$ cat config.mk
export PLATFORM = sky130hd
export DESIGN_NAME = hrg_log2
export DESIGN_NICKNAME = d
export VERILOG_FILES = /design/src/hw/rtl/hrg_pkg.sv /design/src/hw/rtl/hrg_log2.sv
export SDC_FILE = /design/constraint.sdc
export NUM_CORES = 2
export LEC_CHECK = 0
export ABC_AREA = 1
export BUFFER_PORTS_ARGS = -buffer_cell sky130_fd_sc_hd__buf_2
export CAP_MARGIN = 20
export CORE_MARGIN = 2
export CORE_UTILIZATION = 65
export CTS_CLUSTER_DIAMETER = 60
export DETAILED_ROUTE_END_ITERATION = 10
export GPL_TIMING_DRIVEN = 0
export HOLD_SLACK_MARGIN = 0.1
export PLACE_DENSITY = 0.89
export RECOVER_POWER = 25
export SYNTH_ARGS = -nofsm -noshare
export SYNTH_HDL_FRONTEND = slang
export SYNTH_SLANG_ARGS = --single-unit
export TNS_END_PERCENT = 30
$ cat constraint.sdc
create_clock -name clk -period 18.25 [get_ports clk]
set_clock_uncertainty 0.15 [all_clocks]
set_input_delay 1.825 -clock clk [delete_from_list [all_inputs] [get_ports clk]]
set_output_delay 1.825 -clock clk [all_outputs]
set_load 0.05 [all_outputs]
$ cat src/hw/rtl/hrg_pkg.sv
// Shared constants, types and the CORDIC arctangent table for the haversine recenter gate.
package hrg_pkg;

  // Fixed-point configuration
  localparam int FRAC_BITS    = 28;
  localparam int CORDIC_ITERS = 32;
  localparam int WB           = 30;
  localparam int ITER_W       = $clog2(CORDIC_ITERS);

  // Datapath widths
  localparam int AW     = 36;             // CORDIC and angle registers
  localparam int MW     = 34;             // multiplier operand
  localparam int PW     = 2 * MW;         // multiplier product
  localparam int SW     = 2 * WB + 2;     // square-root radicand
  localparam int RW     = WB + 1;         // square root
  localparam int LGP_W  = $clog2(WB + 2); // integer part of log2
  localparam int LG_W   = LGP_W + WB;     // log2 value
  localparam int LAT_W  = 31;
  localparam int LON_W  = 32;
  localparam int DIST_W = 25;
  localparam int MX_W   = 31;
  localparam int MY_W   = 32;

  // Constants at scale 2^-30 unless noted
  localparam logic signed [MW-1:0] DEG_RAD   = 34'sd2012227627; // rad per 1e-7 deg, 2^-60
  localparam logic signed [AW-1:0] ONE_W     = 36'sd1073741824;
  localparam logic signed [AW-1:0] PI_W      = 36'sd3373259426;
  localparam logic signed [AW-1:0] TWO_PI_W  = 36'sd6746518852;
  localparam logic signed [AW-1:0] HALF_PI_W = 36'sd1686629713;
  localparam logic signed [AW-1:0] GAIN_W    = 36'sd652032874;
  localparam logic signed [MW-1:0] LN2_W     = 34'sd744261118;
  localparam logic signed [MW-1:0] TWO_R_M   = 34'sd12742000;   // sphere diameter, meters
  localparam logic signed [MY_W-1:0] MERC_Y_LIM = 32'sd1073741824;
  localparam logic [DIST_W-1:0] MIN_DIST_RESET = 25'd10000;

  // CORDIC unit command
  typedef struct packed {
    logic start;
    logic vector;   // 1: vectoring, 0: rotation
  } cordic_cmd_t;

  // atan(2^-i) at scale 2^-30
  function automatic logic signed [AW-1:0] atan_w(input logic [ITER_W-1:0] i);
    logic signed [AW-1:0] r;
    unique case (i)
      ITER_W'(0):  r = 36'sd843314857;
      ITER_W'(1):  r = 36'sd497837829;
      ITER_W'(2):  r = 36'sd263043837;
      ITER_W'(3):  r = 36'sd133525159;
      ITER_W'(4):  r = 36'sd67021687;
      ITER_W'(5):  r = 36'sd33543516;
      ITER_W'(6):  r = 36'sd16775851;
      ITER_W'(7):  r = 36'sd8388437;
      ITER_W'(8):  r = 36'sd4194283;
      ITER_W'(9):  r = 36'sd2097149;
      ITER_W'(10): r = 36'sd1048576;
      default:     r = (int'(i) <= WB) ? $signed(AW'(1) << (WB - int'(i))) : '0;
    endcase
    return r;
  endfunction

endpackage

$ cat src/hw/rtl/hrg_log2.sv
// Fixed-point log2: normalize one bit a cycle, then one fraction bit per squaring.
module hrg_log2 (
  input  logic                      clk,
  input  logic                      rst,
  input  logic                      start,
  input  logic [hrg_pkg::WB+1:0]    v,
  output logic                      done,
  output logic [hrg_pkg::LG_W-1:0]  lg
);
  import hrg_pkg::*;

  typedef enum logic [2:0] {
    L_IDLE = 3'b001,
    L_NORM = 3'b010,
    L_SQR  = 3'b100
  } phase_t;

  localparam int KW = $clog2(WB);

  phase_t               phase;
  logic [WB+1:0]        u;
  logic [LGP_W-1:0]     p;
  logic [WB-1:0]        frac;
  logic [KW-1:0]        k;
  logic [2*WB+3:0]      sq;
  logic [WB+1:0]        sqs;

  always_comb begin
    sq  = u * u;
    sqs = sq[WB +: WB + 2];
    lg  = {p, frac};
  end

  // phase control
  always_ff @(posedge clk) begin
    if (rst) begin
      phase <= L_IDLE;
      done  <= 1'b0;
    end else begin
      done <= 1'b0;
      unique case (phase)
        L_IDLE: begin
          if (start) phase <= L_NORM;
        end
        L_NORM: begin
          if (u[WB]) phase <= L_SQR;
        end
        L_SQR: begin
          if (k == KW'(WB - 1)) begin
            phase <= L_IDLE;
            done  <= 1'b1;
          end
        end
        default: phase <= L_IDLE;
      endcase
    end
  end

  // datapath
  always_ff @(posedge clk) begin
    if (start) begin
      if (v[WB+1]) begin
        u <= v >> 1;
        p <= LGP_W'(WB + 1);
      end else begin
        u <= v;
        p <= LGP_W'(WB);
      end
      k <= '0;
    end else if (phase == L_NORM) begin
      if (!u[WB]) begin
        u <= u << 1;
        p <= p - 1'b1;
      end
    end else if (phase == L_SQR) begin
      if (sqs[WB+1]) begin
        u    <= sqs >> 1;
        frac <= {frac[WB-2:0], 1'b1};
      end else begin
        u    <= sqs;
        frac <= {frac[WB-2:0], 1'b0};
      end
      k <= k + 1'b1;
    end
  end

endmodule

==> impl_metrics.csv <==
group,metric,value,unit
floorplan,die_w,235,um
synthesis,synthTopCellsByArea,"fa_1 (45%), inv_1 (16%), nand2_1 (12%)",
global_routing,grt_busiest_layer,"met2",
synthesis,yosysSeqAreaShare,6.26,%
critical_path,cp-start-kind,"register",
critical_path,critical_path_class,"register to register",
synthesis,synth_most_common_cell,"inv_1",
synthesis,synth_top_family_by_area,"adder cells",
global_routing,met2_usage,64.5,%
route,postRouteAntennaNets,0,
critical_path,critPathMaxFanout,10,
synthesis,synth_compound_area_share,2.47,%
cts,cts_max_level,3,
route,vias,29200,
placement,place.gp.congestion,1.06,
placement,port_buffers,70,
route,initialDrtViolationCount,3615,
critical_path,worst_ep_arrival_time,9.82,ns
layout,n_fill_cell,4064,
critical_path,required,18.17,ns
route,routed_via_density,5.61,
synthesis,synth_cells,4393,
sta,setup_viol,0,
global_routing,antenna_found_initial,2,
synthesis,synth_simple_gate_area_share,16.8,%
synthesis,synth_top_area_share,45.0,%
cts,numCtsBuffers,9,
cts,cts_resized,0,
job,maxCapViolCount,0,
floorplan,core_area,52600,um^2
floorplan,start_util,65.7,%
placement,dp_hpwl,94200,um
cts,clock_path_buffers,2,
sta,fin_hold_ws,0.290,ns
critical_path,crit_buf_inv,9,
global_routing,grt-ovfl-total,0,
route,drt_wl_total,114000,um
cts,holdBufCountCts,0,
synthesis,yosysUniqueCellTypes,43,
sta,min_period,9.90,ns
synthesis,synth_xor_area_share,1.21,%
synthesis,ys_warn_count,0,
critical_path,cp-end-kind,"register",
layout,final_cell_count_no_fill,5208,
cts,cts_sinks,75,
synthesis,synth-seq-cells,75,
outcome,status,"finished, final reports clean",
sta,min_period_over_period,54.3,%
synthesis,synth_flop_cell,"edfxtp_1",
cts,clkTransAtPathRegs,0.06,ns
floorplan,rows,84,
placement,place_inst,5182,
synthesis,syn_avg_cell_area,7.86,um^2
route,wl_per_cell,21.8,um
synthesis,async_flop_share,0,%
critical_path,slowest_delay,0.96,ns
hold_path,hp-class,"register to register",
synthesis,muxShareOfSynthArea,0,%
cts,root_buffer,"clkbuf_16",
synthesis,synth_top_cells_by_count,"inv_1 (1462), nand2_1 (1116), fa_1 (777)",
synthesis,synth_area,34500,um^2
layout,syn2layout_area_growth,5.16,%
global_routing,use_met1,52.7,%
synthesis,synth-adder-area-share,55.8,%
route,dr.pass1.iters,8,
layout,nets,5622,
sta,rsz0062_at_grt,"no",
global_routing,grt_usage,43.3,%
layout,drive_gt1_share,2.88,%
global_routing,grt_max_degree,31,
sta,fmax,0.101,GHz
floorplan,io_pins,71,
synthesis,synth-edff-count,66,
critical_path,crit_top_cell,"nand2_1",
cts,clk_latency,0.35,ns
floorplan,die_y,235,um
synthesis,synth_top_area_cell,"fa_1",
critical_path,crit_path_top_delay_cell,"buf_1",
cts,cts_setup_buffers,0,
global_routing,grt_pass1_vias,30900,
sta,drv_slew,0,
sta,fin_setup_tns,0,ns
global_routing,grt_use_met3,15.2,%
sta,worst_pin_slew,1.35,ns
route,route.detailed.drc,0,
sta,hold_viol,0,
floorplan,die_area,55000,um^2
cts,cts_tree,"built",
critical_path,crit_family,"adder cells",
sta,max-slew-margin-rel,10.3,%
global_routing,grt_pass1_wl,173000,um
==> registers in the layout (all words and copies together) (netlist names) <==
name / cells
p: 5
phase: 3
done: 1
u: 31
k: 5
frac: 30
==> worst reg2reg max path, delay by kind of cell, from the launching register on <==
family,cells,cell delay (ns)
compound gates,2,0.59
fa+ha+maj,9,4.33
buf+inv,9,2.89
flops,1,0.33
simple gates,13,1.35
==> cells in the final DEF (no fill, tap or decap), types with 12 or more instances in the layout <==
| cell type | count |
|---|---|
| xnor2_1 | 15 |
| nand2_1 | 1116 |
| nor2_1 | 113 |
| conb_1 | 31 |
| o21bai_1 | 15 |
| fa_1 | 777 |
| xor2_1 | 29 |
| ha_1 | 297 |
| inv_1 | 1462 |
| nand4_1 | 18 |
| buf_1 | 12 |
| a21oi_1 | 74 |
| o21ai_0 | 44 |
| nor3_1 | 13 |
| buf_2 | 71 |
| nand3_1 | 150 |
| edfxtp_1 | 66 |
| clkbuf_1 | 111 |
==> cell families (layout without fill, tap and decap cells) <==
| family | Yosys count | after routing |
|---|---|---|
| simple gates | 1449 | 1449 |
| flops | 75 | 75 |
| compound gates | 153 | 153 |
| fa+ha+maj | 1074 | 1074 |
| xor+xnor | 46 | 46 |
| other cells | 2 | 33 |
| buf+inv | 1594 | 1690 |
==> metrics by stage <==
stage / setup WS [ns] / util (%) / area [um^2]
2_1_floorplan: 11.00 / - / 34700
3_3_place_gp: 8.74 / 68.3 / 35900
3_5_place_dp: 8.71 / 68.3 / 35900
4_1_cts: 8.69 / 68.9 / 36200
5_1_grt: 8.29 / 69.1 / 36300
6_report: 8.35 / 69.1 / 36300
==> cell type report <==
type	count	area, um^2	share of cell area (%)
multi-input cells	2753	26500	72.8
clock inverters	5	77.6	0.214
inverters	1464	5500	15.1
repair buffers	80	482	1.33
flip-flops and latches	75	2160	5.95
well taps	688	861	2.37
diodes	2	5.00	0.0138
plain buffers	130	549	1.51
clock buffers	11	243	0.668
==> routing by layer <==
metal | wire [um] | up-vias | share of wire (%)
li1 | - | 12600 | -
met1 | 38200 | 13800 | 34
met2 | 48500 | 2182 | 43
met3 | 16700 | 655 | 15
met4 | 10300 | 0 | 9.0
met5 | 0 | - | 0
==> worst paths after layout <==
check	from	to	slack (ns)	cells past startpoint
max reg2reg	u[12]	u[13]	8.35	33
max	u[12]	u[13]	8.35	33
min	frac[7]	frac[8]	0.29	0
min reg2reg	frac[7]	frac[8]	0.29	0
Power is left out: the tool's default activity adds up to more than one toggle a clock period on the data nets, which glitch-free logic cannot reach.
