`config.mk`:
```
export PLATFORM = sky130hd
export DESIGN_NAME = hrg_cordic
export DESIGN_NICKNAME = d
export VERILOG_FILES = /design/src/hw/rtl/hrg_pkg.sv /design/src/hw/rtl/hrg_cordic.sv
export SDC_FILE = /design/constraint.sdc
export NUM_CORES = 1
export LEC_CHECK = 0
export ABC_AREA = 1
export BUFFER_PORTS_ARGS = -buffer_cell sky130_fd_sc_hd__buf_2
export CELL_PAD_IN_SITES_DETAIL_PLACEMENT = 0
export CELL_PAD_IN_SITES_GLOBAL_PLACEMENT = 1
export CORE_MARGIN = 2
export CORE_UTILIZATION = 43
export CTS_BUF_LIST = sky130_fd_sc_hd__clkbuf_4 sky130_fd_sc_hd__clkbuf_8
export DETAILED_ROUTE_END_ITERATION = 6
export PLACE_DENSITY = 0.9
export SYNTH_ARGS = -nofsm -noshare
export SYNTH_HDL_FRONTEND = slang
export SYNTH_SLANG_ARGS = --single-unit
```
`constraint.sdc`:
```
create_clock -name clk -period 6 [get_ports clk]
set_input_delay 1.2 -clock clk [delete_from_list [all_inputs] [get_ports clk]]
set_output_delay 1.2 -clock clk [all_outputs]
set_load 0.005 [all_outputs]
```
`src/hw/rtl/hrg_pkg.sv`:
```
// Shared constants, types and the CORDIC arctangent table for the haversine recenter gate.
package hrg_pkg;

  // Fixed-point configuration
  localparam int FRAC_BITS    = 28;
  localparam int CORDIC_ITERS = 32;
  localparam int WB           = 30;
  localparam int ITER_W       = $clog2(CORDIC_ITERS);

  // Datapath widths
  localparam int AW     = 36;             // CORDIC and angle registers
  localparam int MW     = 34;             // multiplier operand
  localparam int PW     = 2 * MW;         // multiplier product
  localparam int SW     = 2 * WB + 2;     // square-root radicand
  localparam int RW     = WB + 1;         // square root
  localparam int LGP_W  = $clog2(WB + 2); // integer part of log2
  localparam int LG_W   = LGP_W + WB;     // log2 value
  localparam int LAT_W  = 31;
  localparam int LON_W  = 32;
  localparam int DIST_W = 25;
  localparam int MX_W   = 31;
  localparam int MY_W   = 32;

  // Constants at scale 2^-30 unless noted
  localparam logic signed [MW-1:0] DEG_RAD   = 34'sd2012227627; // rad per 1e-7 deg, 2^-60
  localparam logic signed [AW-1:0] ONE_W     = 36'sd1073741824;
  localparam logic signed [AW-1:0] PI_W      = 36'sd3373259426;
  localparam logic signed [AW-1:0] TWO_PI_W  = 36'sd6746518852;
  localparam logic signed [AW-1:0] HALF_PI_W = 36'sd1686629713;
  localparam logic signed [AW-1:0] GAIN_W    = 36'sd652032874;
  localparam logic signed [MW-1:0] LN2_W     = 34'sd744261118;
  localparam logic signed [MW-1:0] TWO_R_M   = 34'sd12742000;   // sphere diameter, meters
  localparam logic signed [MY_W-1:0] MERC_Y_LIM = 32'sd1073741824;
  localparam logic [DIST_W-1:0] MIN_DIST_RESET = 25'd10000;

  // CORDIC unit command
  typedef struct packed {
    logic start;
    logic vector;   // 1: vectoring, 0: rotation
  } cordic_cmd_t;

  // atan(2^-i) at scale 2^-30
  function automatic logic signed [AW-1:0] atan_w(input logic [ITER_W-1:0] i);
    logic signed [AW-1:0] r;
    unique case (i)
      ITER_W'(0):  r = 36'sd843314857;
      ITER_W'(1):  r = 36'sd497837829;
      ITER_W'(2):  r = 36'sd263043837;
      ITER_W'(3):  r = 36'sd133525159;
      ITER_W'(4):  r = 36'sd67021687;
      ITER_W'(5):  r = 36'sd33543516;
      ITER_W'(6):  r = 36'sd16775851;
      ITER_W'(7):  r = 36'sd8388437;
      ITER_W'(8):  r = 36'sd4194283;
      ITER_W'(9):  r = 36'sd2097149;
      ITER_W'(10): r = 36'sd1048576;
      default:     r = (int'(i) <= WB) ? $signed(AW'(1) << (WB - int'(i))) : '0;
    endcase
    return r;
  endfunction

endpackage

```
`src/hw/rtl/hrg_cordic.sv`:
```
// Shared CORDIC unit, rotation or vectoring, one micro-rotation per cycle.
module hrg_cordic (
  input  logic                           clk,
  input  logic                           rst,
  input  hrg_pkg::cordic_cmd_t           cmd,
  input  logic signed [hrg_pkg::AW-1:0]  x0,
  input  logic signed [hrg_pkg::AW-1:0]  y0,
  input  logic signed [hrg_pkg::AW-1:0]  z0,
  output logic                           done,
  output logic signed [hrg_pkg::AW-1:0]  x,
  output logic signed [hrg_pkg::AW-1:0]  y,
  output logic signed [hrg_pkg::AW-1:0]  z
);
  import hrg_pkg::*;

  logic              busy;
  logic              vec;
  logic [ITER_W-1:0] i;
  logic              plus;
  logic signed [AW-1:0] dx, dy, da;

  // step direction: rotate toward z = 0 or toward y = 0
  always_comb begin
    dx   = y >>> i;
    dy   = x >>> i;
    da   = atan_w(i);
    plus = vec ? y[AW-1] : !z[AW-1];
  end

  // iteration control
  always_ff @(posedge clk) begin
    if (rst) begin
      busy <= 1'b0;
      done <= 1'b0;
    end else begin
      done <= 1'b0;
      if (cmd.start) begin
        busy <= 1'b1;
      end else if (busy && i == ITER_W'(CORDIC_ITERS - 1)) begin
        busy <= 1'b0;
        done <= 1'b1;
      end
    end
  end

  // datapath
  always_ff @(posedge clk) begin
    if (cmd.start) begin
      x   <= x0;
      y   <= y0;
      z   <= z0;
      vec <= cmd.vector;
      i   <= '0;
    end else if (busy) begin
      if (plus) begin
        x <= x - dx;
        y <= y + dy;
        z <= z - da;
      end else begin
        x <= x + dx;
        y <= y - dy;
        z <= z + da;
      end
      i <= i + 1'b1;
    end
  end

endmodule

```
==> run metrics, run 1 <==
outcome finished, final reports clean; Tcrit/Tclk final 91.1%; power per standard cell area 737 nW/um^2; sequential area share after synthesis 18.3%; Final #Nets 3550; type of origin of the critical path flip-flop; Reg power frac 14.6%; VDD IR max 0.000404 V; Final min period 5460 ps; EDFF count, synth 109; clock-pin slew on the worst setup and hold paths 90 ps; I/O Pins 221; RSZ-0062 raised after global routing no; CTS buffer count 17; syn_nets 3400; detailed-route via count 21995; RR Startpoint i[0]$_SDFFE_PP0P_; first-pass GRT wire length 113 mm; Max stage delay on crit path 380 ps; DRC errors left 0; Worst Setup Path Type flip-flop to flip-flop; R2R Setup Slk 540 ps; slowest CP cell a21boi_0; Max Cap Violations 0; Pre-antenna DRT Iters 6; Initial Utilization 43.5%; Hold Fails Final Rpt 0; worst hold path startpoint i[1]$_SDFFE_PP0P_; area of the multi-input gates 13700 sq um; Final Wtd Congestion 0.980; CTS H-Tree Depth 4; Sw Pwr 9.05 mW; root buffer cell clkbuf_8; Clk network pwr share 5.3%; Total Die Area 45200 sq um; total grt overflow 0; Rows 76; DR WL/cell 19.0 microns; CP Data Required Time 6350 ps; Syn Inst Count 3171; leading cell type in the layout, fill and taps excluded nand2_1; largest net degree at the start of global routing 84; Iter 0 DRT Violations 2225; sw frac 59.7%; clk_skew 21.1 ps; Lkg Pwr 10.3 nW; count of cell types in the netlist 59; Hold Buf Count CTS 0; core area 43000 sq um; register area 3420 sq um; Crit. End Element flip-flop; Worst-Margin Slew 1020 ps; CTS Sinks 116; average size of a mapped cell 5.90 sq um; post-cts gate resize count 0; Power, Total 15.2 mW; Setup TNS Final 0 ps; antenna viol nets, final 0; Vert. Die Dim 213 microns; worst reg2reg path endpoint z[21]$_DFFE_PP_; initial antenna violation count 0; register bit total from synthesis 116; CP Max Fanout 83; final setup fails 0; Critical path origin i[0]$_SDFFE_PP0P_; Clk Latency, worst-skew pair 600 ps; overall routing resource usage 32.7%; most frequent cells in the layout 1089 x nand2_1, 473 x nand3_1, 267 x nor2_1; internal power 6.10 mW; Hold Path Sink i[1]$_SDFFE_PP0P_; Post-synth ARST share 0%; hold depth 2; Worst R2R Path Depth 31; chip width 213 microns; layout cells sized above 1 12.4%; Area Overhead vs Synth 10.0%; Max Slew Vio Count 0; Antenna Cells 0; Slew Limit Headroom 31.8%; Max Root-Sink Buffers 2; Post-DP HPWL 60.3 mm; port bufs 220; Syn. warnings 0; postcts setup bufs 0; fillers 4700; Hold WC Path Type flip-flop to flip-flop; TritonCTS clock tree yes; dominant synthesized flop cell edfxtp_1; most used cell, CP nand2_1; Netlist Area Pre-Place 18700 sq um; number of global-route vias before repair 20563; combinational share of power 80.1%; Via density 5.61; Worst EP arrival 5810 ps; final WL 74.5 mm; Achievable Freq 183 MHz
## flip-flops by register name, summed over array words and instances (netlist names)
name / cells
i: 5
y: 36
busy: 1
vec: 1
x: 36
done: 1
z: 36
## cells by family (layout without fill, tap and decap cells)
logic type,Yosys count,count (layout),share of synthesized area (%)
and+or+nand+nor,2001,2001,46.0
AOI/OAI and AO/OA,447,447,13.7
buffers and inverters,377,540,8.70
adders and majority gates,117,117,7.95
DFF,116,116,18.3
xor gates and xnor gates,113,113,5.43
## through the flow
step / std cells / area (sq um) / hold slack, ps / setup slack (ps) / util [%]
floorplan: 3171 / 18700 / 501 / 1370 / -
global placement: 3887 / 20200 / 545 / 415 / 46.9
detailed placement: 3887 / 20200 / 564 / 392 / 46.9
CTS: 3919 / 20600 / 576 / 381 / 47.8
global route: 3919 / 20600 / 591 / 27.2 / 47.9
finish: 3919 / 20600 / 579 / 537 / 47.9
## power by group through the flow
stage               registers [mW]  logic, mW  clock network, mW
finish                        2.21       12.1              0.806
global route                  2.21       13.6              0.841
CTS                           2.17       12.0              0.818
detailed placement            2.19       11.9                  0
global placement              2.19       11.8                  0
floorplan                     1.84       8.63                  0
## Yosys cell counts, types with 13 or more instances
cell type  count  area (sq um)
xnor2_1       35           307
a21oi_1      170           851
ha_1         114          1430
clkbuf_1      29           109
o21ai_1       16          80.1
nand4_1       29           181
or2_2         61           382
o211ai_1      13          97.6
nor2_2        13          81.3
a21o_1        13          97.6
nor3_1        25           125
buf_4         20           150
buf_1         14          52.6
nand3_1      473          2370
a31oi_1       28           175
o21ai_0      140           701
nand2_1     1089          4090
xor2_1        76           666
buf_2         39           195
nor2_1       267          1000
inv_1        250           938
edfxtp_1     109          3270
## worst max-delay path by stage
stage,endpoint,cells after the start
after detailed placement,x[35]$_DFFE_PP_,26
after global placement,x[35]$_DFFE_PP_,27
after global routing,z[25]$_DFFE_PP_,31
after floorplan,z[32]$_DFFE_PP_,37
after CTS,x[35]$_DFFE_PP_,26
final,z[21]$_DFFE_PP_,31
## critical path: cells and delay by family, from the launching register on
kind,cells,cell delay [ps]
buf+inv,7,610
xor+xnor,1,250
simple gates,15,2010
compound gates,5,1230
fa+ha+maj,3,760
flops,1,350
## layout make-up
class	count	area share, %
multi-input combinational	2678	66.5
sequential	116	16.6
timing repair buffer	244	6.61
inverter	264	4.87
tap	585	3.56
clock buffer	17	1.14
clock inverter	15	0.766
## per-layer routing
metal | global-route usage, % | share of wire (%) | up-vias
met5 | 0 | 0 | -
met4 | 11.2 | 2.9 | 0
met3 | 4.05 | 5.8 | 107
met2 | 55.8 | 47 | 863
met1 | 42.7 | 44 | 10166
li1 | - | - | 10859
(Power assumes the default switching activity.)
==> inputs of run 2 (changes only) <==
Settings changed: ABC_AREA 1 to default, CORE_UTILIZATION 43 to 45, PLACE_DENSITY 0.9 to 0.87.
==> run metrics, run 2 <==
outcome finished with violations; failing checks design-rule violations; Synth top area share 17.9% (-3.9 points); Area Overhead vs Synth 36.9%; Total Die Area 42200 sq um (-6.5%); R2R Setup Slk 20 ps (-520 ps); Hold WC Path Type flip-flop to flip-flop; Hold Path Sink busy$_SDFFE_PP0P_; Final min period 5980 ps (+517 ps); EDFF count, synth 109 (unchanged); Tcrit/Tclk final 99.7% (+8.6 points); Iter 0 DRT Violations 2369 (+6.5%); Pre-antenna DRT Iters 7 (+1); average size of a mapped cell 8.25 sq um (+40%); Vert. Die Dim 206 microns (-3.3%); Syn. warnings 0 (unchanged); Netlist Area Pre-Place 18300 sq um (-2.3%); Worst Setup Path Type flip-flop to flip-flop; met1 global-route usage 54.3% (+12 points); Crit. End Element flip-flop; I/O Pins 221 (unchanged); root buffer cell clkbuf_8; overall routing resource usage 39.0% (+6.3 points); leading cell type in the layout, fill and taps excluded buf_4; CTS buffer count 17 (unchanged); top post-synthesis cells by count 247 x nand2_1, 205 x o21ai_0, 147 x a21oi_1, 147 x nor2_1, 114 x ha_1; most frequent cell after synthesis nand2_1; largest net degree at the start of global routing 87 (+3.6%); final setup fails 0 (unchanged); CP Data Required Time 6330 ps (-20 ps); chip width 206 microns (-3.3%); Syn Inst Count 2216 (-30%); layout cells sized above 1 37.5% (+25 points); Area contributors post-synth edfxtp_1 18%, mux4_2 8.3%, ha_1 7.8%; Worst-Margin Slew 1040 ps (+13.5 ps); total grt overflow 0 (unchanged); Fin Hold WS 626 ps (+47.2 ps); Rows 73 (-3.9%); Final #Nets 3129 (-12%); GR peak layer met2; register bit total from synthesis 116 (unchanged); Hold Buf Count CTS 0 (unchanged); RSZ-0062 raised after global routing yes; post-synth top area cell edfxtp_1; met3 usage 7.86% (+3.8 points); type of origin of the critical path flip-flop; most frequent cells in the layout 547 x buf_4, 245 x nand2_1, 219 x buf_2; Max Slew Vio Count 0 (unchanged); Max Root-Sink Buffers 2 (unchanged); Hold Fails Final Rpt 0 (unchanged); clock-pin slew on the worst setup and hold paths 90 ps (about the same); syn_nets 2445 (-28%); number of global-route vias before repair 20480 (-0.40%); hold depth 2 (unchanged); Slew Limit Headroom 29.1% (-2.7 points); M2 GR Usage 59.1% (+3.3 points); final WL 84.9 mm (+14%); Via density 6.35 (+13%); Worst R2R Path Depth 25 (-19%); initial antenna violation count 2 (+2); Initial Utilization 45.8% (+2.3 points); CTS H-Tree Depth 4 (unchanged); detailed-route via count 21844 (-0.69%); Clk Latency, worst-skew pair 580 ps (-20 ps); first-pass GRT wire length 123 mm (+8.7%); dominant synthesized flop cell edfxtp_1; sequential area share after synthesis 18.7% (+0.42 points); Post-DP HPWL 67.7 mm (+12%); TritonCTS clock tree yes; RR Startpoint i[1]$_SDFFE_PP0P_; count of cell types in the netlist 87 (+47%); port bufs 220 (unchanged); core area 39900 sq um (-7.1%); Worst EP arrival 6310 ps (+500 ps); Top Registers x (36), y (36), z (36); CP Max Fanout 8 (-90%); Max Cap Violations 0 (unchanged); antenna viol nets, final 0 (unchanged); Final Wtd Congestion 1.04 (+6.2%); worst hold path startpoint busy$_SDFFE_PP0P_; clk_skew 19.6 ps (-1.49 ps); worst reg2reg path endpoint x[32]$_DFFE_PP_; CTS Sinks 116 (unchanged); DR WL/cell 24.7 microns (+30%); Post-synth ARST share 0% (unchanged); Antenna Cells 0 (unchanged); Achievable Freq 167 MHz (-8.6%); DRC errors left 1 (+1)
## run 2: what timing repair did
action | in CTS | in global routing
cloned | 0 | 3
hold endpoints to repair | 0 | 0
setup buffers | 8 | 26
endpoints found under the setup margin | 24 | 35
resized for setup | 36 | 127
pin swaps | 14 | 55
## run 2: kinds of logic (layout without fill, tap and decap cells)
group	Yosys count	count (layout)	synth area share, %
AO/OA/AOI/OAI	754	754	26.8
AND/OR/NAND/NOR	671	671	17.6
multiplexers	194	194	15.7
buffers and inverters	188	885	4.68
XOR/XNOR	176	176	8.43
adder cells (fa/ha/maj)	117	117	8.13
flip-flops	116	116	18.7
## run 2: area by class of cell
class                   instances  area (sq um)
clock buffers                  18           248
clock inverters                14           131
fillers                      3596         14900
inverters                      60           228
multi-input cells            1912         14700
flip-flops and latches        116          3430
well taps                     525           657
repair buffers                793          5650
## run 2: through the flow
| stage | setup WS, ps | instance area, sq um | cells | util, % | setup TNS (ps) |
|---|---|---|---|---|---|
| 2_1_floorplan | -1.57 | 18300 | 2216 | - | -1.57 |
| 3_3_place_gp | -160 | 23600 | 3369 | 59.1 | -873 |
| 4_1_cts | 15.7 | 24200 | 3409 | 60.6 | 0 |
| 3_5_place_dp | -287 | 23600 | 3369 | 59.1 | -2820 |
| 6_report | 19.9 | 25000 | 3438 | 62.7 | 0 |
| 5_1_grt | -173 | 25000 | 3438 | 62.7 | -1380 |
## run 2: worst max-delay path by stage
stage                      startpoint              end  cells past startpoint  slack (ps)
floorplan           i[0]$_SDFFE_PP0P_  z[31]$_DFFE_PP_                     26          -2
global placement    i[1]$_SDFFE_PP0P_  x[34]$_DFFE_PP_                     22        -160
detailed placement  i[1]$_SDFFE_PP0P_  x[34]$_DFFE_PP_                     23        -290
CTS                 i[1]$_SDFFE_PP0P_  x[34]$_DFFE_PP_                     24          20
global route        i[0]$_SDFFE_PP0P_  y[34]$_DFFE_PP_                     27        -170
finish              i[1]$_SDFFE_PP0P_  x[32]$_DFFE_PP_                     25          20
## run 2: worst max-delay path, stage by stage, from the launching register on
cell and delay (ps):
dfxtp_4 380, buf_8 140, buf_6 130, buf_6 120, buf_8 130, mux2_4 330
mux2i_4 160, o22ai_2 120, a211o_1 310, or4_4 590, nand2b_4 180, or4_4 510
or4_4 520, o21ai_2 160, xor2_1 180, ha_1 290, nand3_2 120, buf_4 130
o21ai_0 140, or2_4 270, a211oi_4 200, buf_4 150, o21bai_1 60, a21oi_1 170
xor2_1 160, o21ai_1 70
## run 2: metal layers
metal  up-vias  share of wire [%]  wire [microns]
li1       9829                  -               -
met4         2                3.7            3140
met3       199                9.3            7860
met2      1226                 43           36900
met5         -              0.015              13
met1     10588                 44           37000
Power of run 2 is not shown: default switching activity piles up to over one toggle a cycle in this logic, so the estimate is an artifact.
