===== config.mk =====
export PLATFORM = sky130hd
export DESIGN_NAME = hrg_sqrt
export DESIGN_NICKNAME = d
export VERILOG_FILES = /design/src/hw/rtl/hrg_pkg.sv /design/src/hw/rtl/hrg_sqrt.sv
export SDC_FILE = /design/constraint.sdc
export NUM_CORES = 1
export LEC_CHECK = 0
export BUFFER_PORTS_ARGS = -buffer_cell sky130_fd_sc_hd__buf_2
export CORE_MARGIN = 1.5
export CORE_UTILIZATION = 43
export DETAILED_ROUTE_END_ITERATION = 6
export SYNTH_ARGS = -nofsm -noshare
export SYNTH_HDL_FRONTEND = slang
export SYNTH_SLANG_ARGS = --single-unit

===== constraint.sdc =====
create_clock -name clk -period 10.5 [get_ports clk]
set_input_delay 0.525 -clock clk [delete_from_list [all_inputs] [get_ports clk]]
set_output_delay 0.525 -clock clk [all_outputs]
set_load 0.05 [all_outputs]

===== src/hw/rtl/hrg_pkg.sv =====
// Shared constants, types and the CORDIC arctangent table for the haversine recenter gate.
package hrg_pkg;

  // Fixed-point configuration
  localparam int FRAC_BITS    = 28;
  localparam int CORDIC_ITERS = 32;
  localparam int WB           = 30;
  localparam int ITER_W       = $clog2(CORDIC_ITERS);

  // Datapath widths
  localparam int AW     = 36;             // CORDIC and angle registers
  localparam int MW     = 34;             // multiplier operand
  localparam int PW     = 2 * MW;         // multiplier product
  localparam int SW     = 2 * WB + 2;     // square-root radicand
  localparam int RW     = WB + 1;         // square root
  localparam int LGP_W  = $clog2(WB + 2); // integer part of log2
  localparam int LG_W   = LGP_W + WB;     // log2 value
  localparam int LAT_W  = 31;
  localparam int LON_W  = 32;
  localparam int DIST_W = 25;
  localparam int MX_W   = 31;
  localparam int MY_W   = 32;

  // Constants at scale 2^-30 unless noted
  localparam logic signed [MW-1:0] DEG_RAD   = 34'sd2012227627; // rad per 1e-7 deg, 2^-60
  localparam logic signed [AW-1:0] ONE_W     = 36'sd1073741824;
  localparam logic signed [AW-1:0] PI_W      = 36'sd3373259426;
  localparam logic signed [AW-1:0] TWO_PI_W  = 36'sd6746518852;
  localparam logic signed [AW-1:0] HALF_PI_W = 36'sd1686629713;
  localparam logic signed [AW-1:0] GAIN_W    = 36'sd652032874;
  localparam logic signed [MW-1:0] LN2_W     = 34'sd744261118;
  localparam logic signed [MW-1:0] TWO_R_M   = 34'sd12742000;   // sphere diameter, meters
  localparam logic signed [MY_W-1:0] MERC_Y_LIM = 32'sd1073741824;
  localparam logic [DIST_W-1:0] MIN_DIST_RESET = 25'd10000;

  // CORDIC unit command
  typedef struct packed {
    logic start;
    logic vector;   // 1: vectoring, 0: rotation
  } cordic_cmd_t;

  // atan(2^-i) at scale 2^-30
  function automatic logic signed [AW-1:0] atan_w(input logic [ITER_W-1:0] i);
    logic signed [AW-1:0] r;
    unique case (i)
      ITER_W'(0):  r = 36'sd843314857;
      ITER_W'(1):  r = 36'sd497837829;
      ITER_W'(2):  r = 36'sd263043837;
      ITER_W'(3):  r = 36'sd133525159;
      ITER_W'(4):  r = 36'sd67021687;
      ITER_W'(5):  r = 36'sd33543516;
      ITER_W'(6):  r = 36'sd16775851;
      ITER_W'(7):  r = 36'sd8388437;
      ITER_W'(8):  r = 36'sd4194283;
      ITER_W'(9):  r = 36'sd2097149;
      ITER_W'(10): r = 36'sd1048576;
      default:     r = (int'(i) <= WB) ? $signed(AW'(1) << (WB - int'(i))) : '0;
    endcase
    return r;
  endfunction

endpackage


===== src/hw/rtl/hrg_sqrt.sv =====
// Bit-serial floor square root, two radicand bits per cycle.
module hrg_sqrt (
  input  logic                    clk,
  input  logic                    rst,
  input  logic                    start,
  input  logic [hrg_pkg::SW-1:0]  v,
  output logic                    done,
  output logic [hrg_pkg::RW-1:0]  root
);
  import hrg_pkg::*;

  logic          busy;
  logic [SW-1:0] rem, r, bitm, trial;
  logic          ge;

  always_comb begin
    trial = r + bitm;
    ge    = rem >= trial;
    root  = r[RW-1:0];
  end

  // control
  always_ff @(posedge clk) begin
    if (rst) begin
      busy <= 1'b0;
      done <= 1'b0;
    end else begin
      done <= 1'b0;
      if (start) begin
        busy <= 1'b1;
      end else if (busy && bitm[0]) begin
        busy <= 1'b0;
        done <= 1'b1;
      end
    end
  end

  // restoring root step
  always_ff @(posedge clk) begin
    if (start) begin
      rem  <= v;
      r    <= '0;
      bitm <= SW'(1) << (SW - 2);
    end else if (busy) begin
      if (ge) begin
        rem <= rem - trial;
        r   <= (r >> 1) + bitm;
      end else begin
        r   <= r >> 1;
      end
      bitm <= bitm >> 2;
    end
  end

endmodule


==> results of run 1 <==
## registers in the layout, indices dropped and copies added (netlist names)
register and cells:
bitm 31, r 62, done 1, busy 1
rem 62
## layout make-up
class                           count  share of cell area (%)
Clock inverter                     14                   0.677
Sequential cell                   157                    23.4
Inverter                           35                   0.817
Timing Repair Buffer              105                    3.45
Tap cell                          455                    3.54
Multi-Input combinational cell   1606                    65.4
Clock buffer                       18                    2.73
## power by group
group	leakage (nW)	switching [mW]	internal, mW
registers	1.40	0.109	0.786
logic	4.62	1.04	0.638
clock network	0.268	0.298	0.312
total	6.29	1.44	1.74
## per-layer routing
metal,global-route usage [%],wire length (um),vias to the layer above
met3,5.02,2270,44
met4,6.57,869,0
met1,31.9,20400,6777
met2,45.5,23000,345
li1,-,-,7142
met5,0,0,-
## cell families (layout without fill, tap and decap cells)
kind of cell    after synthesis  after routing  share of synthesized area (%)
fa+ha+maj                   127            127                           10.5
xor+xnor                    142            142                           8.22
buf+inv                     189            172                           5.84
flops                       157            157                           24.9
compound gates              651            651                           28.0
mux                          49             49                           3.31
simple gates                637            637                           19.2
## cells in the final DEF (no fill, tap or decap), types with 6 or more instances in the layout
cell type,instances
o31ai_1,31
o21ai_1,7
nor2_1,200
ha_1,126
a311oi_1,16
xnor2_1,60
and3_1,18
o22ai_1,9
mux2i_1,41
nor2b_1,10
mux2_2,8
nand2_1,226
o21bai_1,35
a211oi_1,36
inv_1,35
o21a_1,7
a21oi_1,129
a21boi_0,9
nor3_1,28
nand3_1,36
clkbuf_16,17
a31o_2,19
a31oi_1,61
nand4_1,43
nand2b_1,9
a21o_1,52
or4_1,6
nor4_1,11
xor2_1,82
buf_4,9
and2_1,15
dfxtp_1,94
or2_2,7
o21ai_0,162
o211ai_1,10
edfxtp_1,62
or3_1,6
buf_2,95
a211o_1,6
## worst max-delay path: stages, from the launching register on
cell	delay, ns
dfxtp_1	0.36
ha_1	0.24
ha_1	0.24
a211o_1	0.34
nor4bb_1	0.18
o21ai_1	0.37
nand2_1	0.23
a31o_2	0.28
a221o_1	0.35
a221o_1	0.34
a41o_1	0.24
nand2_1	0.07
xor2_1	0.08
ha_1	0.42
nand2_1	0.15
nor4_2	0.40
nand2_1	0.10
or4_1	0.51
nand2_1	0.08
a31oi_1	0.06
a21oi_2	0.14
buf_4	0.35
or2_2	0.76
nand2_1	0.30
o21ai_0	0.25
## per-stage QoR
stage | instance area [um2] | total power [mW] | hold slack, ns
after floorplan | 15100 | 2.18 | 0.478
after CTS | 16100 | 3.18 | 0.220
after global routing | 16100 | 3.41 | 0.216
after global placement | 15500 | 2.55 | 0.488
final | 16100 | 3.18 | 0.235
after detailed placement | 15500 | 2.56 | 0.497
## final timing paths
kind,startpoint,end,slack (ns),cells past startpoint
setup reg to reg,bitm[0],r[58],3.56,24
hold reg to reg,r[0],r[0],0.50,2
hold / removal,rst,busy,0.24,2
setup / recovery,bitm[0],r[58],3.56,24
==> results.yml, run 1 <==
yosys:
  ys_seq_area_share_pct: 24.9
  synthArstFlopShare_pct: 0
  ys_warn_count: 0
  synth_cells: 1952
  synth_edf_count: 62
  synth.avg_cell_area_um2: 7.76
  synthFlopType: "dfxtp_1"
  synthesis.area_um2: 15100
  syn_nets: 2144
  synth_most_common_cell: "nand2_1"
  synthTopCellsByCount: "226 x nand2_1, 201 x nor2_1, 163 x o21ai_0, 129 x a21oi_1, 126 x ha_1"
  synth.top_cells.by_area: "dfxtp_1 13%, edfxtp_1 12%, ha_1 10%"
  ys_types: 85
  ys_ff_latch: 157
  yosysTopAreaCell: "dfxtp_1"
  synth_top_area_share_pct: 12.6
layout:
  regArea_um2: 3770
  drive_above_1_share_pct: 9.97
  post-route-util_pct: 46.4
  fin_nets: 2114
  stdcell_count: 2390
  fillers: 3548
  antenna_cells: 0
  syn2layout_area_growth_pct: 6.25
  multi_input_area_um2: 10500
worst_setup_path:
  cp.arrival_ns: 7.32
  critical_path_required_ns: 10.88
  critical_path_class: "reg -> reg"
  start_kind: "register"
  critPathMaxFanout: 30
  crit_path_end_kind: "register"
sta:
  hold_viol: 0
  skew_ns: 0.0135
  fin_crit_sh_pct: 66.1
  clock.fmax_mhz: 144
  rsz0062_at_grt: "false"
  setup_viol: 0
  setup_tns_ns: 0
  relSlewSlack_pct: 28.1
  fin_crit_ns: 6.94
  slew_violations: 0
  setup_slack_ns: 3.56
  tightest_slew_ns: 1.08
clocking:
  post_cts_buffers: 0
  clk_latency_ns: 0.46
  cts-root-buf: "clkbuf_16"
  cts_buffers: 17
  htree_levels: 4
  ctsResizeCount: 0
  clock-sinks: 157
  cts_hold_buf: 0
  cts_tree: "built"
  path_clk_slew_ns: 0.07
  clockBufferDepth: 2
die:
  dieArea_um2: 36300
  io_pins: 97
  num_rows: 68
  initial_core_util_pct: 43.7
  die_x_um: 191
  core_area_um2: 34600
  die_h_um: 191
placed_design:
  port_buffers: 96
  pre_cts_ws_ns: 3.64
  hpwl_um: 35300
  gp_congestion: 0.927
  dpl.cell_count: 2358
global_routing:
  grt_pass1_vias: 13700
  grt_use_total_pct: 25.7
  grt_pass1_wl_um: 74000
  antenna_found_initial: 0
  grt_max_degree: 87
  grt-ovfl-total: 0
min_path:
  hold_path.class: "in -> reg"
power_and_ir_drop:
  cellPowerDensity_nw_per_um2: 198
  peakVddDrop_mv: 0.126
  p_leak_nw: 6.29
drt:
  viasPerCell: 5.99
  ant_nets: 0
  routed_wl_um: 46600
  drc: 0
  drt_iter0_markers: 1130
  first_pass_iters: 5
  vias: 14300
  avgRoutedWirePerCell_um: 19.5
job:
  max-cap-violations: 0
outcome:
  status: "finished clean"
(Power assumes the default switching activity.)
==> inputs of run 2 (changes only) <==
Settings changed: ABC_AREA from default to 1.
Clock period 10.5 ns to 6.7 ns, I/O delays scaled along.
==> results.yml, run 2 <==
drt:
  viasPerCell: 5.58
  ant_nets: 0
  vias: 22300
  drt_iter0_markers: 2421
  routed_wl_um: 84000
  avgRoutedWirePerCell_um: 21.0
  first_pass_iters: 5
  drc: 0
yosys:
  syn_nets: 3577
  synthesis.area_um2: 19100
  ys_seq_area_share_pct: 19.7
  ys_types: 43
  synthFlopType: "dfxtp_1"
  synth_top_area_share_pct: 21.7
  synthTopCellsByCount: "1,102 x nand2_1, 485 x inv_1, 415 x nor2_1, 294 x nand3_1, 233 x a21oi_1"
  synth.avg_cell_area_um2: 5.63
  synthArstFlopShare_pct: 0
  ys_warn_count: 0
  synth_cells: 3385
  synth_edf_count: 62
  ys_ff_latch: 157
  synth.top_cells.by_area: "nand2_1 22%, dfxtp_1 10%, edfxtp_1 9.8%"
  yosysTopAreaCell: "nand2_1"
  synth_most_common_cell: "nand2_1"
power_and_ir_drop:
  cellPowerDensity_nw_per_um2: 332
  p_sw_mw: 3.69
  peakVddDrop_mv: 0.203
  intPower_mw: 3.08
  pwr-share-seq_pct: 22.5
  clkPwrFrac_pct: 15.2
  switching_share_pct: 54.5
  comb_power_share_pct: 62.3
  p_leak_nw: 9.36
clocking:
  clockBufferDepth: 2
  htree_levels: 4
  cts_buffers: 17
  clk_latency_ns: 0.52
  clock-sinks: 157
  path_clk_slew_ns: 0.08
  cts_tree: "built"
  cts-root-buf: "clkbuf_16"
  ctsResizeCount: 0
layout:
  fin_nets: 3596
  syn2layout_area_growth_pct: 6.85
  drive_above_1_share_pct: 5.27
  final_common_cell: "nand2_1"
  fin_area_um2: 20400
  reg_top3: "r (62), rem (62), bitm (31)"
  layout_common_cells: "1,101 x nand2_1, 483 x inv_1, 415 x nor2_1"
die:
  initial_core_util_pct: 43.9
  dieArea_um2: 45600
  num_rows: 76
  io_pins: 97
  die_x_um: 214
  die_h_um: 214
  core_area_um2: 43500
sta:
  rsz0062_at_grt: "false"
  clock.fmax_mhz: 160
  hold_viol: 0
  skew_ns: 0.0153
  fin_crit_ns: 6.27
  fin_crit_sh_pct: 93.5
  tightest_slew_ns: 1.06
  relSlewSlack_pct: 29.5
  setup_tns_ns: 0
  setup_slack_ns: 0.434
  slew_violations: 0
  setup_viol: 0
worst_setup_path:
  cp.arrival_ns: 6.68
  cpMaxStageDelayCell: "o21ai_0"
  path_cells: "ha_1 -> nand2_1 -> o21ai_0 -> nand2_1 -> nand2_1 -> a21boi_0 -> o21ai_0 -> a21oi_1 -> xor2_1 -> ha_1 -> nand2_1 -> nor2_1 -> inv_1 -> nor2_2 -> nand2_1 -> nor2_2 -> nand2_4 -> nand2_2 -> buf_4 -> nand2_1 -> nand2_1 -> nand3_1 -> nand2_1 -> inv_1"
  worst-path-buf-inv: 3
  critical_path_class: "reg -> reg"
  crit_path_end_kind: "register"
  critPathMostFrequentCell: "nand2_1"
  start_kind: "register"
  critPathMaxFanout: 91
  critical_path_required_ns: 7.11
  max_stage_delay_ns: 0.80
  cp_top_family: "simple AND/OR/NAND/NOR gates"
outcome:
  status: "finished clean"
global_routing:
  grt_pass1_wl_um: 125000
  grt_pass1_vias: 20300
  antenna_found_initial: 0
  grt_max_degree: 92
  grt-ovfl-total: 0
  grt_use_total_pct: 36.9
placed_design:
  gp_congestion: 1.01
  port_buffers: 96
  pre_cts_ws_ns: 0.599
  hpwl_um: 68800
  place_area_um2: 19800
min_path:
  hold_path.class: "in -> reg"
job:
  max-cap-violations: 0
## run 2: layer usage
metal / GRT usage [%] / vias up / part of all wire, %
li1: - / 10900 / -
met1: 52.3 / 10400 / 47
met2: 55.9 / 938 / 42
met3: 8.57 / 96 / 9.0
met4: 9.79 / 0 / 2.1
met5: 0 / - / 0
## run 2: logic make-up after synthesis
family	Yosys count	share of synthesized area [%]
XOR/XNOR	76	3.49
AND/OR/NAND/NOR	1954	42.4
flip-flops	157	19.7
AO/OA/AOI/OAI	472	13.3
buffers and inverters	599	12.8
adder cells (fa/ha/maj)	127	8.37
## run 2: worst register-to-register path: cells and delay by family, from the launching register on
kind	cells	cell delay [ns]
and+or+nand+nor	14	2.18
AOI/OAI and AO/OA	4	1.50
buffers and inverters	3	0.92
adders and majority gates	2	0.68
xor gates and xnor gates	1	0.49
DFF	1	0.41
## run 2: path summary, 6_finish.rpt
path | startpoint | endpoint | slack (ns) | depth (start not counted)
hold reg to reg | r[0] | r[0] | 0.50 | 2
setup reg to reg | r[4] | r[49] | 0.43 | 24
hold / removal | v[9] | rem[9] | 0.09 | 3
setup / recovery | r[4] | r[49] | 0.43 | 24
## run 2: area by class of cell
| cell class | instances | area, um2 |
|---|---|---|
| Tap cell | 585 | 732 |
| Fill cell | 4903 | 23100 |
| Multi-Input combinational cell | 2629 | 12900 |
| Inverter | 492 | 1850 |
| Clock buffer | 18 | 450 |
| Clock inverter | 14 | 125 |
| Antenna cell | 1 | 2.50 |
| Sequential cell | 157 | 3760 |
| Timing Repair Buffer | 107 | 581 |
## run 2: metrics by stage
| stage | total power [mW] | hold WS (ns) | utilization, % | std cells |
|---|---|---|---|---|
| 6_report | 6.76 | 0.0900 | 46.9 | 4003 |
| 5_1_grt | 7.23 | 0.103 | 46.9 | 4002 |
| 4_1_cts | 6.68 | 0.0733 | 46.9 | 4002 |
| 3_5_place_dp | 5.63 | 0.487 | 45.5 | 3969 |
| 3_3_place_gp | 5.60 | 0.473 | 45.5 | 3969 |
| 2_1_floorplan | 4.43 | 0.404 | - | 3385 |
## run 2: repair_timing
action,CTS,global route
hold endpoints to repair,1,0
setup buffers,0,0
setup endpoints to repair,0,0
hold buffers,1,0
## run 2: power groups by stage
stage / clock, mW / sequential [mW] / combinational [mW]
finish: 1.03 / 1.52 / 4.21
global route: 1.07 / 1.54 / 4.62
CTS: 1.04 / 1.52 / 4.12
detailed placement: 0 / 1.54 / 4.09
global placement: 0 / 1.53 / 4.06
floorplan: 0 / 1.40 / 3.03
==> inputs of run 3 (changes only) <==
Settings changed: MAX_ROUTING_LAYER from default to met4.
Clock period 6.7 ns to 6.3 ns, I/O delays scaled along.
==> results.yml, run 3 (synthesis results as in run 2) <==
placed_design:
  gp_congestion: 1.05
  port_buffers: 96
  hpwl_um: 69200
  dpl.cell_count: 3976
worst_setup_path:
  critPathMaxFanout: 62
  crit_path_end_kind: "register"
  start_kind: "register"
  rr_endpoint: "rem[34]"
  critical_path_class: "reg -> reg"
  critical_path_required_ns: 6.45
  reg2reg_depth: 20
  r2r_start: "r[4]"
  reg2reg_slack_ns: 0.50
  cp.arrival_ns: 5.95
sta:
  setup_viol: 0
  fin_crit_sh_pct: 92.1
  rsz0062_at_grt: "false"
  relSlewSlack_pct: 31.1
  whs_ns: 0.0750
  clock.fmax_mhz: 172
  skew_ns: 0.0161
  tightest_slew_ns: 1.03
  slew_violations: 0
  hold_viol: 0
  setup_tns_ns: 0
  fin_crit_ns: 5.80
global_routing:
  grt_max_degree: 92
  grt_pass1_wl_um: 124000
  antenna_found_initial: 1
  grt-ovfl-total: 0
  grt_use_total_pct: 38.0
  grt_pass1_vias: 20500
die:
  dieArea_um2: 45600
  die_h_um: 214
  die_x_um: 214
  num_rows: 76
  io_pins: 97
  initial_core_util_pct: 43.9
  core_area_um2: 43500
drt:
  vias: 22500
  ant_nets: 0
  drc: 3
  drt_iter0_markers: 2531
  avgRoutedWirePerCell_um: 20.9
  first_pass_iters: 7
  routed_wl_um: 83900
  viasPerCell: 5.60
power_and_ir_drop:
  cellPowerDensity_nw_per_um2: 355
  peakVddDrop_mv: 0.293
  total_power_mw: 7.26
  p_leak_nw: 9.41
min_path:
  hold_path.class: "in -> reg"
  hp-start: "v[51]"
  worstHoldPathCells: 3
  min_to: "rem[51]"
layout:
  stdcell_count: 4009
  antenna_cells: 0
  reg_top3: "r (62), rem (62), bitm (31)"
  fin_nets: 3603
  syn2layout_area_growth_pct: 7.20
  layout_common_cells: "1,101 x nand2_1, 483 x inv_1, 415 x nor2_1"
  final_common_cell: "nand2_1"
  drive_above_1_share_pct: 5.43
  fillers: 4862
outcome:
  violations: "design-rule violations"
  status: "finished with violations"
clocking:
  cts-root-buf: "clkbuf_16"
  cts_buffers: 17
  htree_levels: 4
  post_cts_buffers: 0
  clk_latency_ns: 0.51
  clockBufferDepth: 2
  path_clk_slew_ns: 0.07
  cts_tree: "built"
  clock-sinks: 157
job:
  max-cap-violations: 0
run 3: changes by cell type in the layout (fill, tap and decap cells not counted), sizes merged:
cell,previous run,this run
inv,499,500
diode,1,0
clkbuf,18,17
clkinv,5,4
bufinv,0,1
buf,106,113
run 3: final cells by class:
type	instances	area (um2)	area share, %
inverters	492	1850	9.03
multi-input cells	2629	12900	63.0
repair buffers	114	646	3.16
well taps	585	732	3.58
clock buffers	17	425	2.08
flip-flops and latches	157	3760	18.4
clock inverters	15	154	0.753
run 3: worst max-delay path by stage:
stage / to / slack, ns / from / cells past startpoint
global route: rem[34] / 0.32 / r[4] / 20
floorplan: rem[0] / 1.23 / r[4] / 21
finish: rem[34] / 0.50 / r[4] / 20
global placement: rem[3] / 0.75 / r[4] / 20
CTS: rem[10] / 0.75 / r[4] / 20
detailed placement: rem[1] / 0.77 / r[4] / 20
run 3: critical path, stage by stage, from the launching register on:
cell and delay [ns]:
dfxtp_1 0.39, ha_1 0.36, nand2_1 0.10, o21ai_0 0.23, nand2_1 0.13, nand2_1 0.20, a21boi_0 0.29, o21ai_0 0.79
nand3_1 0.21, nand2_1 0.17, xnor2_1 0.09, ha_1 0.43, nand4_1 0.39, nor2_1 0.24, nand2_1 0.11, nor2_2 0.13
nand2_4 0.24, nand2_2 0.23, nand2_2 0.14, nand2_2 0.14, buf_12 0.31
run 3: stage by stage:
step	cell area (um2)	utilization [%]	setup slack, ns
final	20400	47.0	0.500
after global routing	20400	47.0	0.317
after CTS	20400	47.0	0.752
after detailed placement	19900	45.7	0.774
after global placement	19900	45.7	0.751
after floorplan	19100	-	1.23
run 3: where the power goes:
| part | total [mW] | switching [mW] | internal, mW |
|---|---|---|---|
| Sequential | 1.59 | 0.235 | 1.36 |
| Clock | 1.12 | 0.561 | 0.557 |
| Combinational | 4.55 | 3.15 | 1.39 |
run 3: per-layer routing:
| layer | wire (um) | vias to the layer above | part of all wire [%] | GRT usage, % |
|---|---|---|---|---|
| met5 | 0 | - | 0 | - |
| met4 | 2040 | 0 | 2.4 | 11.4 |
| met3 | 7700 | 99 | 9.2 | 7.48 |
| met2 | 35400 | 1074 | 42 | 55.9 |
| met1 | 38700 | 10400 | 46 | 52.2 |
| li1 | - | 10900 | - | - |
run 3: what timing repair did:
action / CTS / global route
hold buffers: 1 / 0
hold endpoints to repair: 2 / 0
setup endpoints to repair: 0 / 0
resized for setup: 0 / 0
